<file path="src/hdl/cph_pkg.sv">
// ----------------------------------------------------------------------------
// cph_pkg
// Shared types and constants for the hysteresis comparator peripheral.
// ----------------------------------------------------------------------------
package cph_pkg;

    localparam int LEVEL_BITS_DEF = 16;
    localparam int CFG_IDX_W      = 4;
    localparam int CFG_DATA_W     = 16;

    // Configuration register indexes
    localparam logic [CFG_IDX_W-1:0] CFG_STATUS_ADDR = 4'd0;
    localparam logic [CFG_IDX_W-1:0] CFG_HYST_BAND   = 4'd1;

    // Actions
    localparam logic [2:0] ACT_READ    = 3'd0;
    localparam logic [2:0] ACT_WRITE   = 3'd1;
    localparam logic [2:0] ACT_SET_POS = 3'd2;
    localparam logic [2:0] ACT_SET_NEG = 3'd3;
    localparam logic [2:0] ACT_TICK    = 3'd4;
    localparam logic [2:0] ACT_IRQ_ACK = 3'd5;

    // Status register bit positions
    localparam int BIT_DISABLE = 7;
    localparam int BIT_OUTPUT  = 5;
    localparam int BIT_FLAG    = 4;
    localparam int BIT_IE      = 3;

    // Edge modes
    localparam logic [1:0] MODE_TOGGLE  = 2'd0;
    localparam logic [1:0] MODE_NONE    = 2'd1;
    localparam logic [1:0] MODE_FALLING = 2'd2;
    localparam logic [1:0] MODE_RISING  = 2'd3;

    // Settling delays in ticks
    localparam logic [3:0] DLY_FAST   = 4'd1;
    localparam logic [3:0] DLY_MEDIUM = 4'd2;
    localparam logic [3:0] DLY_SLOW   = 4'd4;
    localparam logic [3:0] DLY_CRAWL  = 4'd8;

    typedef struct packed {
        logic [2:0]  action;
        logic [15:0] bus_address;
        logic [7:0]  write_data;
        logic [15:0] level;
    } t_in;

    typedef struct packed {
        logic [7:0] read_data;
        logic       comparator_out;
        logic       irq_request;
        logic       ack_taken;
    } t_out;

    // Outcome of a comparison re-evaluation
    typedef struct packed {
        logic       load;       // raw result toggled while enabled: take the fields below
        logic       raw;
        logic       pending;
        logic [3:0] countdown;
    } t_eval;

endpackage

</file>
<file path="src/hdl/cph_eval.sv">
// ----------------------------------------------------------------------------
// cph_eval
// Hysteresis comparison and overdrive-dependent settling delay selection.
// ----------------------------------------------------------------------------
module cph_eval #(
    parameter int LEVEL_BITS = cph_pkg::LEVEL_BITS_DEF
) (
    input  logic [LEVEL_BITS-1:0] i_pos,
    input  logic [LEVEL_BITS-1:0] i_neg,
    input  logic [15:0]           i_band,
    input  logic                  i_raw,
    input  logic                  i_settled,
    input  logic                  i_off,
    output cph_pkg::t_eval        o_eval
);
    import cph_pkg::*;

    localparam int WB = (LEVEL_BITS > 16) ? LEVEL_BITS : 16;
    localparam int WX = LEVEL_BITS + 8;
    // Full scale, 1.0 = 2^LEVEL_BITS
    localparam logic [WX-1:0] FULL = WX'(1) << LEVEL_BITS;

    logic [LEVEL_BITS:0]   w_diff;
    logic                  w_pos_ge;
    logic [LEVEL_BITS-1:0] w_od;
    logic                  w_over_band;
    logic                  w_next;
    logic [WX-1:0]         w_od_x;
    logic [WX-1:0]         w_od10;
    logic [WX-1:0]         w_od50;
    logic [WX-1:0]         w_od100;
    logic [3:0]            w_delay;

    assign w_diff   = {1'b0, i_pos} - {1'b0, i_neg};
    assign w_pos_ge = !w_diff[LEVEL_BITS];
    assign w_od     = w_pos_ge ? w_diff[LEVEL_BITS-1:0] : (i_neg - i_pos);

    assign w_over_band = WB'(w_od) > WB'(i_band);

    // Overdrive scaled by 10, 50 and 100 against full scale (0.1, 0.02, 0.01)
    assign w_od_x  = WX'(w_od);
    assign w_od10  = (w_od_x << 3) + (w_od_x << 1);
    assign w_od50  = (w_od_x << 5) + (w_od_x << 4) + (w_od_x << 1);
    assign w_od100 = w_od50 << 1;

    always_comb begin
        if (w_od10 >= FULL) begin
            w_delay = DLY_FAST;
        end else if (w_od50 > FULL) begin
            w_delay = DLY_MEDIUM;
        end else if (w_od100 > FULL) begin
            w_delay = DLY_SLOW;
        end else begin
            w_delay = DLY_CRAWL;
        end
    end

    always_comb begin
        w_next = i_raw;
        if (i_raw) begin
            if (!w_pos_ge && w_over_band) begin
                w_next = 1'b0;
            end
        end else begin
            if (w_pos_ge && w_over_band) begin
                w_next = 1'b1;
            end
        end
    end

    always_comb begin
        o_eval.load      = !i_off && (w_next != i_raw);
        o_eval.raw       = w_next;
        o_eval.pending   = (w_next != i_settled);
        o_eval.countdown = (w_next != i_settled) ? w_delay : 4'd0;
    end

endmodule

</file>
<file path="src/hdl/comparator_peripheral_hysteresis.sv">
// ----------------------------------------------------------------------------
// comparator_peripheral_hysteresis
// Bus-mapped analog comparator with hysteresis, settling delay and edge flag.
// ----------------------------------------------------------------------------
// The result word of an accepted input word is registered for output.
// Throughput: one word per cycle while o_in_ready is high; all state updates in the accepting cycle.
// An output register plus one skid entry take one more word while a result
// waits; input stalls only when both hold a word. Reset (synchronous, active
// low) clears all state; status address goes to 80, hysteresis band to zero.
module comparator_peripheral_hysteresis #(
    parameter int LEVEL_BITS = cph_pkg::LEVEL_BITS_DEF
) (
    input  logic                                i_clk,
    input  logic                                i_rst_n,
    input  logic                                i_in_valid,
    output logic                                o_in_ready,
    input  cph_pkg::t_in                        i_in,
    output logic                                o_out_valid,
    input  logic                                i_out_ready,
    output cph_pkg::t_out                       o_out,
    input  logic                                i_cfg_valid,
    output logic                                o_cfg_ready,
    input  logic [cph_pkg::CFG_IDX_W-1:0]       i_cfg_index,
    input  logic [cph_pkg::CFG_DATA_W-1:0]      i_cfg_data
);
    import cph_pkg::*;

    localparam int LW_MIN = (LEVEL_BITS < 16) ? LEVEL_BITS : 16;

    // Configuration
    logic [15:0] r_status_addr;
    logic [15:0] r_band;

    // Comparator state
    logic [7:0]            r_status,  n_status;
    logic [LEVEL_BITS-1:0] r_pos,     n_pos;
    logic [LEVEL_BITS-1:0] r_neg,     n_neg;
    logic                  r_raw,     n_raw;
    logic                  r_settled, n_settled;
    logic                  r_pending, n_pending;
    logic [3:0]            r_cnt,     n_cnt;

    // Output staging
    logic  r_out_valid;
    t_out  r_out;
    logic  r_skid_valid;
    t_out  r_skid;

    logic                  w_accept;
    logic                  w_take;
    logic                  w_match;
    logic [LEVEL_BITS-1:0] w_lvl;
    logic [7:0]            w_status_wr;
    logic                  w_do_eval;
    logic [LEVEL_BITS-1:0] w_eval_pos;
    logic [LEVEL_BITS-1:0] w_eval_neg;
    t_eval                 w_eval;
    logic                  w_trig;
    t_out                  w_res;

    assign o_cfg_ready = 1'b1;
    assign o_in_ready  = !r_skid_valid;
    assign w_accept    = i_in_valid && o_in_ready;
    assign w_take      = r_out_valid && i_out_ready;
    assign o_out_valid = r_out_valid;
    assign o_out       = r_out;

    assign w_match = (i_in.bus_address == r_status_addr);

    always_comb begin
        w_lvl = '0;
        w_lvl[LW_MIN-1:0] = i_in.level[LW_MIN-1:0];
    end

    // Status after a matching bus write; output and flag bits are kept,
    // writing one to the flag clears it
    always_comb begin
        w_status_wr = r_status;
        if (i_in.action == ACT_WRITE && w_match) begin
            w_status_wr = i_in.write_data;
            w_status_wr[BIT_OUTPUT] = r_status[BIT_OUTPUT];
            w_status_wr[BIT_FLAG]   = r_status[BIT_FLAG] && !i_in.write_data[BIT_FLAG];
        end
    end

    assign w_eval_pos = (i_in.action == ACT_SET_POS) ? w_lvl : r_pos;
    assign w_eval_neg = (i_in.action == ACT_SET_NEG) ? w_lvl : r_neg;
    assign w_do_eval  = (i_in.action == ACT_SET_POS) || (i_in.action == ACT_SET_NEG)
                     || (i_in.action == ACT_WRITE && w_match);

    cph_eval #(
        .LEVEL_BITS (LEVEL_BITS)
    ) u_eval (
        .i_pos     (w_eval_pos),
        .i_neg     (w_eval_neg),
        .i_band    (r_band),
        .i_raw     (r_raw),
        .i_settled (r_settled),
        .i_off     (w_status_wr[BIT_DISABLE]),
        .o_eval    (w_eval)
    );

    always_comb begin
        case (r_status[1:0])
            MODE_TOGGLE:  w_trig = 1'b1;
            MODE_NONE:    w_trig = 1'b0;
            MODE_FALLING: w_trig = !r_raw;
            MODE_RISING:  w_trig = r_raw;
            default:      w_trig = 1'b0;
        endcase
    end

    always_comb begin
        n_status  = w_status_wr;
        n_pos     = r_pos;
        n_neg     = r_neg;
        n_raw     = r_raw;
        n_settled = r_settled;
        n_pending = r_pending;
        n_cnt     = r_cnt;
        w_res     = '0;

        case (i_in.action)
            ACT_READ: begin
                if (w_match) begin
                    w_res.read_data = r_status;
                    w_res.read_data[BIT_OUTPUT] = r_settled && !r_status[BIT_DISABLE];
                end
            end
            ACT_SET_POS: begin
                n_pos = w_lvl;
            end
            ACT_SET_NEG: begin
                n_neg = w_lvl;
            end
            ACT_TICK: begin
                if (r_cnt != 4'd0) begin
                    n_cnt = r_cnt - 4'd1;
                    // Expire: drop it while disabled
                    if (r_cnt == 4'd1 && !r_status[BIT_DISABLE] && r_pending) begin
                        n_settled = r_raw;
                        n_pending = 1'b0;
                        if (r_raw != r_settled && w_trig) begin
                            n_status[BIT_FLAG] = 1'b1;
                        end
                    end
                end
            end
            ACT_IRQ_ACK: begin
                if (r_status[BIT_FLAG] && r_status[BIT_IE]) begin
                    n_status[BIT_FLAG] = 1'b0;
                    w_res.ack_taken = 1'b1;
                end
            end
            default: begin
            end
        endcase

        if (w_do_eval && w_eval.load) begin
            n_raw     = w_eval.raw;
            n_pending = w_eval.pending;
            n_cnt     = w_eval.countdown;
        end

        w_res.comparator_out = n_settled;
        w_res.irq_request    = n_status[BIT_FLAG] && n_status[BIT_IE];
    end

    // Configuration writes
    always_ff @(posedge i_clk) begin
        if (!i_rst_n) begin
            r_status_addr <= 16'd80;
            r_band        <= 16'd0;
        end else if (i_cfg_valid && o_cfg_ready) begin
            if (i_cfg_index == CFG_STATUS_ADDR) begin
                r_status_addr <= i_cfg_data;
            end else if (i_cfg_index == CFG_HYST_BAND) begin
                r_band <= i_cfg_data;
            end
        end
    end

    // Comparator state
    always_ff @(posedge i_clk) begin
        if (!i_rst_n) begin
            r_status  <= '0;
            r_pos     <= '0;
            r_neg     <= '0;
            r_raw     <= 1'b0;
            r_settled <= 1'b0;
            r_pending <= 1'b0;
            r_cnt     <= '0;
        end else if (w_accept) begin
            r_status  <= n_status;
            r_pos     <= n_pos;
            r_neg     <= n_neg;
            r_raw     <= n_raw;
            r_settled <= n_settled;
            r_pending <= n_pending;
            r_cnt     <= n_cnt;
        end
    end

    // Output register and skid entry
    always_ff @(posedge i_clk) begin
        if (!i_rst_n) begin
            r_out_valid  <= 1'b0;
            r_skid_valid <= 1'b0;
        end else begin
            if (!r_out_valid || w_take) begin
                if (r_skid_valid) begin
                    r_out_valid  <= 1'b1;
                    r_skid_valid <= 1'b0;
                end else begin
                    r_out_valid <= w_accept;
                end
            end else if (w_accept) begin
                r_skid_valid <= 1'b1;
            end
        end
    end

    always_ff @(posedge i_clk) begin
        if (!r_out_valid || w_take) begin
            if (r_skid_valid) begin
                r_out <= r_skid;
            end else if (w_accept) begin
                r_out <= w_res;
            end
        end else if (w_accept) begin
            r_skid <= w_res;
        end
    end

    // A parked word always sits behind a held one
    a_skid_behind_out: assert property (@(posedge i_clk) disable iff (!i_rst_n)
        r_skid_valid |-> r_out_valid)
        else $error("skid entry valid with empty output register");

    // A running countdown always belongs to a pending update
    a_cnt_pending: assert property (@(posedge i_clk) disable iff (!i_rst_n)
        (r_cnt != 4'd0) |-> r_pending)
        else $error("settle countdown running without pending update");

    a_cnt_range: assert property (@(posedge i_clk) disable iff (!i_rst_n)
        r_cnt <= DLY_CRAWL)
        else $error("settle countdown beyond longest delay");

    // The settled output moves only on an accepted tick
    a_settle_on_tick: assert property (@(posedge i_clk) disable iff (!i_rst_n)
        (r_settled != $past(r_settled)) |-> $past(w_accept && i_in.action == ACT_TICK))
        else $error("settled output changed outside a tick");

    a_output_not_stored: assert property (@(posedge i_clk) disable iff (!i_rst_n)
        !r_status[BIT_OUTPUT])
        else $error("output bit stored in status register");

    // An acknowledge leaves no request standing
    a_ack_clears_irq: assert property (@(posedge i_clk) disable iff (!i_rst_n)
        (o_out_valid && o_out.ack_taken) |-> !o_out.irq_request)
        else $error("interrupt request still set after acknowledge");

endmodule
</file>
<file path="config.mk">
export PLATFORM = sky130hd
export DESIGN_NAME = comparator_peripheral_hysteresis
export DESIGN_NICKNAME = d
export VERILOG_FILES = /design/src/hdl/cph_pkg.sv /design/src/hdl/cph_eval.sv /design/src/hdl/comparator_peripheral_hysteresis.sv
export SDC_FILE = /design/constraint.sdc
export NUM_CORES = 1
export LEC_CHECK = 0
export ABC_CLOCK_PERIOD_IN_PS = 7050
export BUFFER_PORTS_ARGS = -buffer_cell sky130_fd_sc_hd__buf_2
export CAP_MARGIN = 25
export CORE_ASPECT_RATIO = 1.25
export CORE_MARGIN = 3
export CORE_UTILIZATION = 50
export CTS_CLUSTER_DIAMETER = 30
export DETAILED_ROUTE_END_ITERATION = 8
export PLACE_DENSITY = 0.72
export SLEW_MARGIN = 20
export SYNTH_ARGS = -nofsm -noshare
export SYNTH_HDL_FRONTEND = slang
export SYNTH_SLANG_ARGS = --single-unit
</file>
<file path="constraint.sdc">
create_clock -name i_clk -period 7.05 [get_ports i_clk]
set_input_delay 0.705 -clock i_clk [delete_from_list [all_inputs] [get_ports i_clk]]
set_output_delay 0.705 -clock i_clk [all_outputs]
set_load 0.005 [all_outputs]
</file>
==> results_dict.tcl <==
set metrics [dict create \
    finalMaxSlewViolations 0 \
    cts_tree "done" \
    post_drt_wl_per_cell_um 16.1 \
    gp_congestion 0.972 \
    setup_violations 0 \
    clkTransAtPathRegs_ps 80 \
    drv_cap 0 \
    post-dp-hpwl_mm 18.1 \
    first_pass_iters 5 \
    die_w_um 124 \
    post-place-ws_ps -120 \
    critPathKind "input port to flip-flop" \
    setup_ws_ps 287 \
    crit_slowest_cell "a2111oi_4" \
    ir_worst_vdd_v 0.000394 \
    synth-seq-cells 102 \
    gr-total-overflow 0 \
    ios 82 \
    synth_edf_count 22 \
    initial_core_util_pct 51.3 \
    htree_levels 3 \
    routed_via_density 5.68 \
    port_buffers 79 \
    endpoint_kind "flip-flop" \
    skew_ps 13.3 \
    setup_tns_ps 0 \
    core_um2 17000 \
    num_vias 8368 \
    ys_seq_area_share_pct 26.0 \
    ctsLongestPathBuffers 2 \
    clkSinkCount 102 \
    ys_async_sr_fraction_pct 0 \
    tightest_slew_ps 857 \
    fp.dieH_um 154 \
    routed_wirelength_mm 23.7 \
    drtAntennaViolNets 0 \
    root_buffer "clkbuf_16" \
    hold_class "flip-flop to flip-flop" \
    synth_ff_type "dfxtp_1" \
    slew_headroom_pct 42.7 \
    antenna_found_initial 0 \
    cts_buffers 9 \
    area_growth_pct 24.1 \
    layout-drive-gt1-share_pct 25.2 \
    cp.required_ps 7300 \
    die_area_um2 19100 \
    grt_max_degree 71 \
    hold_viol 0 \
    rows 53 \
    cp-start-kind "input port" \
    insertion_delay_ps 360 \
    grt_pass1_wl_mm 37.1 \
    drt_iter0_markers 508 \
    critPathMaxStageDelay_ps 410 \
    route.detailed.drc 0 \
    fmax_ghz 0.148 \
    cp.arrival_ps 7010 \
    netlist_instances 1068 \
    layout.nets 1406 \
    track_usage_pct 23.9 \
    syn_area_um2 8720 \
    grt_pass1_vias 7830 \
    pwr_density_cell_nw_per_um2 458 \
    diodes 0 \
    synth.distinct_cells 86 \
    cp_max_fo 5 \
    syn-num-nets 1226 \
    status "completed" \
    p_leak_nw 4.92 \
    fillers 1454 \
    syn_area_per_cell_um2 8.16 \
    synth_warnings 0 \
    fin_crit_sh_pct 95.9 \
    min_period_ps 6760 \
]
==> cell usage after synthesis, types with 5 or more instances <==
| master | number | area [um^2] |
|---|---|---|
| a2111oi_0 | 5 | 43.8 |
| a211oi_1 | 41 | 308 |
| a21boi_0 | 5 | 37.5 |
| a21o_1 | 25 | 188 |
| a21oi_1 | 89 | 445 |
| a31oi_1 | 7 | 43.8 |
| and2_1 | 15 | 93.8 |
| and3_1 | 8 | 50.1 |
| buf_1 | 5 | 18.8 |
| buf_2 | 5 | 25.0 |
| clkbuf_1 | 31 | 116 |
| dfxtp_1 | 80 | 1600 |
| edfxtp_1 | 22 | 661 |
| ha_1 | 88 | 1100 |
| inv_1 | 82 | 308 |
| mux2_2 | 17 | 191 |
| mux2i_1 | 52 | 521 |
| nand2_1 | 86 | 323 |
| nand2b_1 | 13 | 81.3 |
| nand3_1 | 17 | 85.1 |
| nand4_1 | 21 | 131 |
| nor2_1 | 108 | 405 |
| nor2b_1 | 13 | 81.3 |
| nor3_1 | 13 | 65.1 |
| o211ai_1 | 10 | 75.1 |
| o21a_1 | 12 | 90.1 |
| o21ai_0 | 43 | 215 |
| o21bai_1 | 5 | 37.5 |
| o31ai_1 | 7 | 52.6 |
| or3_1 | 6 | 37.5 |
| xnor2_1 | 36 | 315 |
| xor2_1 | 17 | 149 |
==> sequential cells by signal, indices dropped and copies added, names as in the netlist <==
name and cells:
o_out 11, r_settled 1, r_skid 11, r_band 16, r_neg 16, o_out_valid 1
r_status 7, r_pending 1, r_skid_valid 1, r_pos 16, r_cnt 4, r_raw 1
r_status_addr 16
==> repair_timing <==
action,4_1_cts,5_1_grt
gates resized for setup,0,48
buffers inserted,0,19
endpoints found under the setup margin,0,3
hold buffers,0,0
==> per-layer routing <==
layer / track usage (%) / vias to the layer above / part of all wire [%]
met5: 0 / - / 0
met4: 8.40 / 0 / 3.1
met3: 3.02 / 45 / 3.9
met2: 42.6 / 226 / 51
met1: 29.0 / 3902 / 42
li1: - / 4195 / -
==> area by class of cell <==
type / count / area (um^2) / share of cell area, %
clock buffer: 9 / 225 / 2.08
timing repair buffer: 214 / 1460 / 13.5
multi-input combinational: 838 / 6200 / 57.3
tap: 220 / 275 / 2.54
sequential: 102 / 2260 / 20.9
clock inverter: 7 / 90.1 / 0.833
inverter: 83 / 312 / 2.88
==> cell usage in the layout, fill, tap and decap left out, drive strengths merged, types with 15 or more instances in the layout <==
cell type	n
a211oi	44
a21o	25
a21oi	92
and2	15
buf	213
dfxtp	80
edfxtp	22
ha	88
inv	84
mux2	17
mux2i	53
nand2	86
nand3	17
nand4	21
nor2	108
o21ai	50
xnor2	36
xor2	18
==> kinds of logic (layout without fill, tap and decap cells) <==
kind of cell / after synthesis / after routing / synth area share [%]
simple gates: 323 / 323 / 17.7
xor+xnor: 54 / 54 / 5.51
flops: 102 / 102 / 26.0
other cells: 1 / 1 / 0.0430
mux: 70 / 70 / 8.43
buf+inv: 128 / 313 / 5.77
fa+ha+maj: 91 / 91 / 13.2
compound gates: 299 / 299 / 23.3
==> power by group <==
part           total, W  internal (W)  leakage, nW  switching [W]
Combinational   0.00381       0.00181         3.90        0.00200
Sequential     0.000632      0.000618        0.877      0.0000146
Clock          0.000510      0.000254        0.147       0.000256
==> worst paths after layout <==
path                           from                     end  slack, ps  depth (start not counted)
max                        i_in[42]   r_cnt[1]$_SDFFE_PN0P_        290                         31
min reg2reg  r_pos[15]$_SDFFE_PN0P_  r_pos[15]$_SDFFE_PN0P_        460                          2
max reg2reg   r_pos[1]$_SDFFE_PN0P_   r_cnt[1]$_SDFFE_PN0P_        780                         30
min          r_pos[15]$_SDFFE_PN0P_  r_pos[15]$_SDFFE_PN0P_        460                          2
==> through the flow <==
step                hold WS, ps  util [%]  instances  cell area [um^2]  power (W)
detailed placement          448      59.6       1437             10100    0.00425
CTS                         460      61.5       1453             10400    0.00478
global route                485      63.7       1473             10800    0.00539
global placement            441      59.6       1437             10100    0.00418
finish                      458      63.7       1473             10800    0.00495
floorplan                   434         -       1068              8740    0.00311
==> worst max-delay path: cells and delay by family <==
family,cells,cell delay (ps)
AO/OA/AOI/OAI,12,2590
buffers and inverters,6,930
multiplexers,2,470
AND/OR/NAND/NOR,6,1160
adder cells (fa/ha/maj),5,1170
No activity file was read; power rests on OpenSTA's default activity.
